==> src/sv/rtc3w_pkg.sv <==
// Types and constants shared by the three-wire clock-chip serial master.
package rtc3w_pkg;

	localparam int unsigned DataW   = 8;
	localparam int unsigned ShiftW  = 2 * DataW;
	localparam int unsigned CountW  = 5;
	localparam int unsigned InTdataW  = 24;
	localparam int unsigned OutTdataW = 16;

	// Last half-bit of each counted stretch
	localparam logic [CountW-1:0] LastHalfWrite = CountW'(31);
	localparam logic [CountW-1:0] LastHalfAddr  = CountW'(15);
	localparam logic [CountW-1:0] LastHalfRead  = CountW'(15);

	typedef enum logic [1:0] {
		KIND_TICK  = 2'd0,
		KIND_WRITE = 2'd1,
		KIND_READ  = 2'd2
	} kind_t;

	typedef enum logic [1:0] {
		PH_IDLE  = 2'd0,
		PH_SEND  = 2'd1,
		PH_RECV  = 2'd2,
		PH_CLOSE = 2'd3
	} phase_t;

	typedef struct packed {
		logic [1:0]       kind;
		logic [DataW-1:0] address;
		logic [DataW-1:0] write_data;
		logic             io_in;
	} item_t;

	typedef struct packed {
		logic             clock_level;
		logic             enable_level;
		logic             io_out;
		logic             io_drive;
		logic             busy_res;
		logic [DataW-1:0] read_data;
		logic             read_done;
	} result_t;

endpackage

==> src/sv/three_wire_rtc_serial_master.sv <==
// Top level of the three-wire clock-chip serial master: stream ports and stage registers.
//
// Each request (a start-write, a start-read or a half-bit tick) gives exactly one result,
// the pin levels and status after that request. Requests go through an input register,
// a combinational update of the transfer state and a result register, so one request is
// taken every clock cycle while the output is not stalled. A write takes one start and
// 33 ticks (32 half bits and a closing tick); a read takes one start and 33 ticks, the
// last one reporting the byte.
// Starts while a transfer runs, ticks while idle and kind 3 leave the state unchanged.
module three_wire_rtc_serial_master
	import rtc3w_pkg::*;
(
	input  logic                 clk,
	input  logic                 arst_n,
	input  logic                 s_tvalid,
	output logic                 s_tready,
	input  logic [InTdataW-1:0]  s_tdata,  // address[7:0], write_data[15:8], io_in[16], zero
	input  logic [1:0]           s_tuser,  // kind[1:0]
	output logic                 m_tvalid,
	input  logic                 m_tready,
	output logic [OutTdataW-1:0] m_tdata,  // clock_level, enable_level, io_out, io_drive,
	                                       // busy_res, read_data[12:5], zero
	output logic [0:0]           m_tuser   // read_done
);

	item_t   item_s1;
	logic    valid_s1;
	result_t res_d;
	result_t res_q;
	logic    m_tvalid_q;
	logic    adv;

	assign adv      = valid_s1 && (!m_tvalid_q || m_tready);
	assign s_tready = !valid_s1 || adv;

	always_ff @(posedge clk or negedge arst_n) begin
		if (!arst_n) begin
			valid_s1   <= 1'b0;
			m_tvalid_q <= 1'b0;
		end else begin
			if (s_tready)
				valid_s1 <= s_tvalid;
			if (adv)
				m_tvalid_q <= 1'b1;
			else if (m_tready)
				m_tvalid_q <= 1'b0;
		end
	end

	always_ff @(posedge clk) begin
		if (s_tready && s_tvalid) begin
			item_s1.kind       <= s_tuser;
			item_s1.address    <= s_tdata[DataW-1:0];
			item_s1.write_data <= s_tdata[2*DataW-1:DataW];
			item_s1.io_in      <= s_tdata[2*DataW];
		end
		if (adv)
			res_q <= res_d;
	end

	rtc3w_core u_core (
		.clk    (clk),
		.arst_n (arst_n),
		.adv    (adv),
		.item   (item_s1),
		.res    (res_d)
	);

	assign m_tvalid = m_tvalid_q;
	assign m_tdata  = {3'b000, res_q.read_data, res_q.busy_res, res_q.io_drive,
		res_q.io_out, res_q.enable_level, res_q.clock_level};
	assign m_tuser  = res_q.read_done;

	// a finished read leaves the block idle
	assert property (@(posedge clk) disable iff (!arst_n)
		(m_tvalid && m_tuser[0]) |-> !m_tdata[4])
		else $error("read_done while still busy");

	// idle means all pins low and line released
	assert property (@(posedge clk) disable iff (!arst_n)
		(m_tvalid && !m_tdata[4]) |-> (m_tdata[3:0] == 4'b0000))
		else $error("pins active while idle");

	// input register stalls only while it holds a request
	assert property (@(posedge clk) disable iff (!arst_n)
		!s_tready |-> (valid_s1 && m_tvalid && !m_tready))
		else $error("input stalled without cause");

endmodule

==> src/sv/rtc3w_core.sv <==
// Transfer state and per-request update of the three-wire serial master.
module rtc3w_core
	import rtc3w_pkg::*;
(
	input  logic    clk,
	input  logic    arst_n,
	input  logic    adv,
	input  item_t   item,
	output result_t res
);

	phase_t            phase_q, phase_d;
	logic [CountW-1:0] bit_count_q, bit_count_d;
	logic [ShiftW-1:0] out_shift_q, out_shift_d;
	logic [DataW-1:0]  in_shift_q, in_shift_d;
	logic              is_read_q, is_read_d;
	logic              clk_q, clk_d, en_q, en_d, io_q, io_d, drv_q, drv_d;
	logic              done;
	logic              start;
	logic              last_half;

	always_ff @(posedge clk or negedge arst_n) begin
		if (!arst_n) begin
			phase_q     <= PH_IDLE;
			bit_count_q <= '0;
			out_shift_q <= '0;
			in_shift_q  <= '0;
			is_read_q   <= 1'b0;
			clk_q       <= 1'b0;
			en_q        <= 1'b0;
			io_q        <= 1'b0;
			drv_q       <= 1'b0;
		end else if (adv) begin
			phase_q     <= phase_d;
			bit_count_q <= bit_count_d;
			out_shift_q <= out_shift_d;
			in_shift_q  <= in_shift_d;
			is_read_q   <= is_read_d;
			clk_q       <= clk_d;
			en_q        <= en_d;
			io_q        <= io_d;
			drv_q       <= drv_d;
		end
	end

	assign start = (item.kind == KIND_WRITE || item.kind == KIND_READ) &&
		(phase_q == PH_IDLE);

	always_comb begin
		phase_d     = phase_q;
		bit_count_d = bit_count_q;
		out_shift_d = out_shift_q;
		in_shift_d  = in_shift_q;
		is_read_d   = is_read_q;
		clk_d       = clk_q;
		en_d        = en_q;
		io_d        = io_q;
		drv_d       = drv_q;
		done        = 1'b0;
		last_half   = 1'b0;
		if (start) begin
			is_read_d = (item.kind == KIND_READ);
			if (item.kind == KIND_READ) begin
				out_shift_d = {{DataW{1'b0}}, item.address};
				in_shift_d  = '0;
			end else begin
				out_shift_d = {item.write_data, item.address};
			end
			bit_count_d = '0;
			phase_d     = PH_SEND;
			clk_d = 1'b0; en_d = 1'b1; io_d = 1'b0; drv_d = 1'b1;
		end else if (item.kind == KIND_TICK) begin
			unique case (phase_q)
				PH_SEND: begin
					clk_d = bit_count_q[0];
					en_d  = 1'b1;
					drv_d = 1'b1;
					if (!bit_count_q[0]) begin
						io_d = out_shift_q[0];
					end else begin
						out_shift_d = out_shift_q >> 1;
					end
					last_half = is_read_q ? (bit_count_q == LastHalfAddr) :
						(bit_count_q == LastHalfWrite);
					bit_count_d = bit_count_q + 1'b1;
					if (last_half) begin
						bit_count_d = '0;
						phase_d     = is_read_q ? PH_RECV : PH_CLOSE;
					end
				end
				PH_RECV: begin
					clk_d = bit_count_q[0];
					en_d  = 1'b1;
					io_d  = 1'b0;
					drv_d = 1'b0;
					// sample on the clock-low half, least significant bit first
					if (!bit_count_q[0])
						in_shift_d = {item.io_in, in_shift_q[DataW-1:1]};
					bit_count_d = bit_count_q + 1'b1;
					if (bit_count_q == LastHalfRead) begin
						bit_count_d = '0;
						phase_d     = PH_CLOSE;
					end
				end
				PH_CLOSE: begin
					clk_d = 1'b0; en_d = 1'b0; io_d = 1'b0; drv_d = 1'b0;
					done        = is_read_q;
					phase_d     = PH_IDLE;
					bit_count_d = '0;
				end
				default: begin
					phase_d = phase_q;
				end
			endcase
		end
	end

	always_comb begin
		res.clock_level  = clk_d;
		res.enable_level = en_d;
		res.io_out       = io_d;
		res.io_drive     = drv_d;
		res.busy_res     = (phase_d != PH_IDLE);
		res.read_data    = in_shift_d;
		res.read_done    = done;
	end

endmodule

==> config.mk <==
export PLATFORM = sky130hd
export DESIGN_NAME = three_wire_rtc_serial_master
export DESIGN_NICKNAME = d
export VERILOG_FILES = /design/src/sv/rtc3w_pkg.sv /design/src/sv/three_wire_rtc_serial_master.sv /design/src/sv/rtc3w_core.sv
export SDC_FILE = /design/constraint.sdc
export NUM_CORES = 1
export LEC_CHECK = 0
export BUFFER_PORTS_ARGS = -buffer_cell sky130_fd_sc_hd__buf_2
export CAP_MARGIN = 20
export CORE_ASPECT_RATIO = 1.5
export CORE_MARGIN = 2
export CORE_UTILIZATION = 30
export CTS_BUF_LIST = sky130_fd_sc_hd__clkbuf_8 sky130_fd_sc_hd__clkbuf_16
export DETAILED_ROUTE_END_ITERATION = 8
export PLACE_DENSITY = 0.56
export SLEW_MARGIN = 0
export SYNTH_ARGS = -nofsm -noshare
export SYNTH_HDL_FRONTEND = slang
export SYNTH_HIERARCHICAL = 1
export SYNTH_SLANG_ARGS = --single-unit
==> constraint.sdc <==
create_clock -name clk -period 4.4 [get_ports clk]
set_input_delay 0.22 -clock clk [delete_from_list [all_inputs] [get_ports clk]]
set_output_delay 0.22 -clock clk [all_outputs]
set_load 0.05 [all_outputs]
==> out/summary.md <==
Prior to clock tree synthesis, the placed netlist has a worst setup slack of 1700 ps. The number of antenna violations at the first check in global routing was 0. The synthesized netlist occupies a cell area of 3190 um2. The worst hold path belongs to the class in -> async.

The final antenna diode count was 0. The root buffer selected by CTS is clkbuf_16. From bottom edge to top edge, the die measures 130 um.

Setup repair after global routing left no endpoint under its margin. The slack of the critical path was 1730 ps; the iteration-0 DRC count of the detailed router was 84. The analysis attributes to net switching a power of 0.000666 W.

The number of detailed-routing iterations run before antenna repair is 4, and the synthesized netlist cell count is 255. Entering global routing, the biggest net connects 39 pins. A synthesized cell averages 12.5 um2. Total clock buffers created by CTS: 9.

In the post-synthesis netlist, the cell with the most instances is dfrtp_1. In this run, flip-flops and latches consume 41.9% of the power. The H-tree was split into 3 levels. The logs give 49 for the I/O pin count and 0 for the post-route DRC violation count. The critical path class was reg -> reg.

The share of synthesized area in the top cell type comes to 31.1%. Counting flops with a built-in enable in the synthesized netlist gives 33. The final critical path takes up 60.6% of the cycle. Dividing total power by cell area gives a power density of 585 nW/um2.

The clock passes through at most 2 buffers. The placeable core region is 10500 um2. The first global-routing pass estimated 9630 um of wire. In this run the core area contains 46 standard-cell rows. For this run, the leading register cell type out of synthesis is dfrtp_1.

The clock reaches the later pin of the worst-skew pair after 330 ps. In the global route stage, overall resource usage came out at 10.9%. The commonest cells after synthesis are dfrtp_1, edfxtp_1, nand2_1, o21ai_0.

The count of buffers added on input and output ports is 38. In this run switching power makes up 29.9% of total power. The cell at the slowest stage of the critical path is o21ai_2. The number of warning messages in the yosys log came out at 6.

The run finished with clean final reports. Synthesis inferred 71 register bits. For the final routed database, the setup TNS stands at 0 ps. Max-slew headroom at the worst pin: 33.8%.

The sequential share of the synthesized area is 61.0%, and the time the worst path needs with I/O delays and setup is 2670 ps. The tools report the final setup violation count as 0. Routability-driven placement finished with a final weighted congestion of 0.778. The logs give 0 for the post-CTS repair timing setup buffer count and 0 for the final count of pins violating max slew.

The worst setup path is captured at a flip-flop. In the final design database the tool counted 330 nets. After detailed placement, the total cell area comes to 3470 um2.

Global routing finished with a remaining overflow of 0. The clock arrives with 5.69 ps of skew. The run gives 0 as the number of maximum-capacitance violations.

The post-synthesis to final-layout area growth is 19.4%, and the data arrival time of the worst path is 2830 ps. For the maximum clock frequency, the log shows 375 MHz. In the final layout, the share of cells above drive strength 1 is 22.9%.

In the final routed layout, each cell accounts on average for 12.6 um. The maximum ir drop on the vdd rail came out at 0.217 mV. STA classifies the critical path startpoint as a flip-flop. Along the worst path, the maximum fanout reaches 31. The vias after detailed routing is 2011. Summed over all instances, the cell type with the most area after synthesis is edfxtp_1. The layout has 1048 filler cells. The via density per instance is 4.60. The finished cells cover 3800 um2. The proportion of register bits with asynchronous set or reset after synthesis came out at 53.5%.

After detailed routing, the total wire length is 5530 um. The slew at the pin with the worst max-slew slack works out to 993 ps. TritonCTS built the clock tree. Clock-pin slew was measured on the worst setup and hold paths at 60 ps.

After synthesis, the cell types taking the most area are edfxtp_1, dfrtp_1, ha_1, nand2_1, a22o_1. For the hold violation count in the final report, the log shows 0. The synthesized netlist contains 41 unique library cells. The analysis attributes to cell leakage a power of 1.59 nW. The clock network burns 35.6% of the power. The logs give 0 for the post-detailed-route count of antenna-violating nets and 0 for the number of buffers inserted by hold repair at cts.

The logs give 3640 um for the detailed-placement wirelength estimate and 11500 um2 for the area of the die. Number of sinks driven by the clock tree: 71. Combinational cells account for 22.5% of the total power. The run gives 0 as the number of resized instances in the post-cts repair step. The number of global-route vias before repair is 2036. Horizontal die dimension: 88.1 um. Walking the worst path, the cells encountered are inv_1, ha_1, and2_1, o21ai_2, o21ai_0. The internal power of the cells totals 0.00156 W. Delay of the slowest cell on the worst path: 930 ps. For the data required time at the worst endpoint, the log shows 4570 ps. For this configuration, the core starts out at a cell density of 30.4%.
-- power groups by stage --
stage	Combinational (W)	Clock, W	Sequential (W)
2_1_floorplan	0.000367	0	0.000987
3_3_place_gp	0.000495	0	0.000941
3_5_place_dp	0.000504	0	0.000946
4_1_cts	0.000506	0.000813	0.000935
5_1_grt	0.000575	0.000840	0.000952
6_report	0.000500	0.000791	0.000933
-- path summary, 6_finish.rpt --
| kind | from | end | slack [ps] | depth (start not counted) |
|---|---|---|---|---|
| hold / removal | arst_n | u_core/in_shift_q[6]$_DFFE_PN0P_ | 6 | 1 |
| hold reg to reg | u_core/out_shift_q[15]$_DFFE_PN0P_ | u_core/out_shift_q[15]$_DFFE_PN0P_ | 470 | 2 |
| max in group asynchronous | arst_n | m_tvalid$_DFFE_PN0P_ | 3840 | 1 |
| min in group clk | s_tdata[3] | item_s1[12]$_DFFE_PP_ | 60 | 1 |
| setup / recovery | u_core/phase_q[0]$_DFFE_PN0P_ | u_core/out_shift_q[4]$_DFFE_PN0P_ | 1730 | 5 |
| setup reg to reg | u_core/phase_q[0]$_DFFE_PN0P_ | u_core/out_shift_q[4]$_DFFE_PN0P_ | 1730 | 5 |
-- layout by cell type, fill, tap and decap left out, types with 8 or more instances in the layout --
cell type	Yosys	routed
mux2i_1	8	8
nand2_1	30	30
a22o_1	12	12
clkbuf_16	0	9
edfxtp_1	33	33
a21oi_1	11	11
ha_1	12	12
o21ai_0	19	19
a32o_1	8	8
buf_2	3	38
dfrtp_1	38	38
inv_1	8	8
-- kinds of logic (layout without fill, tap and decap cells) --
group | Yosys count | in the layout | share of synthesized area (%)
AOI/OAI and AO/OA | 63 | 63 | 13.8
adders and majority gates | 12 | 12 | 4.71
buffers and inverters | 27 | 63 | 4.24
DFF | 71 | 71 | 61.0
muxes | 14 | 14 | 4.63
other | 1 | 3 | 0.118
and+or+nand+nor | 67 | 67 | 11.5
-- layer usage --
metal / wire [um] / track usage, %
met1: 2410 / 13.0
met3: 256 / 2.85
met4: 113 / 6.15
met2: 2750 / 17.6
met5: 0 / 0
-- state kept, by name (all words and copies together), names as in the netlist --
name                cells
u_core/io_q             1
m_tvalid                1
u_core/drv_q            1
u_core/is_read_q        1
u_core/phase_q          2
valid_s1                1
u_core/bit_count_q      5
m_tuser                 1
u_core/en_q             1
u_core/clk_q            1
u_core/in_shift_q       8
item_s1                19
m_tdata                13
u_core/out_shift_q     16
-- critical path, delay by kind of cell (launching register included) --
kind | cells | cell delay (ps)
adder cells (fa/ha/maj) | 1 | 270
AND/OR/NAND/NOR | 1 | 480
buffers and inverters | 1 | 150
AO/OA/AOI/OAI | 2 | 1140
flip-flops | 1 | 450
-- area by class of cell --
type	count	area, um2	share of cell area, %
clock inverters	5	80.1	2.11
inverters	8	30.0	0.790
flip-flops and latches	71	1940	51.1
well taps	144	180	4.74
repair buffers	39	198	5.20
multi-input cells	159	1120	29.5
clock buffers	11	253	6.65
-- metrics by stage --
| step | utilization (%) | hold WS [ps] | total power [W] | instances |
|---|---|---|---|---|
| 2_1_floorplan | - | -75.6 | 0.00135 | 257 |
| 3_3_place_gp | 33.1 | 388 | 0.00144 | 421 |
| 3_5_place_dp | 33.1 | 398 | 0.00145 | 421 |
| 4_1_cts | 36.3 | 37.5 | 0.00225 | 437 |
| 5_1_grt | 36.3 | 54.7 | 0.00237 | 437 |
| 6_report | 36.3 | 6.26 | 0.00222 | 437 |
(Power assumes the default switching activity.)
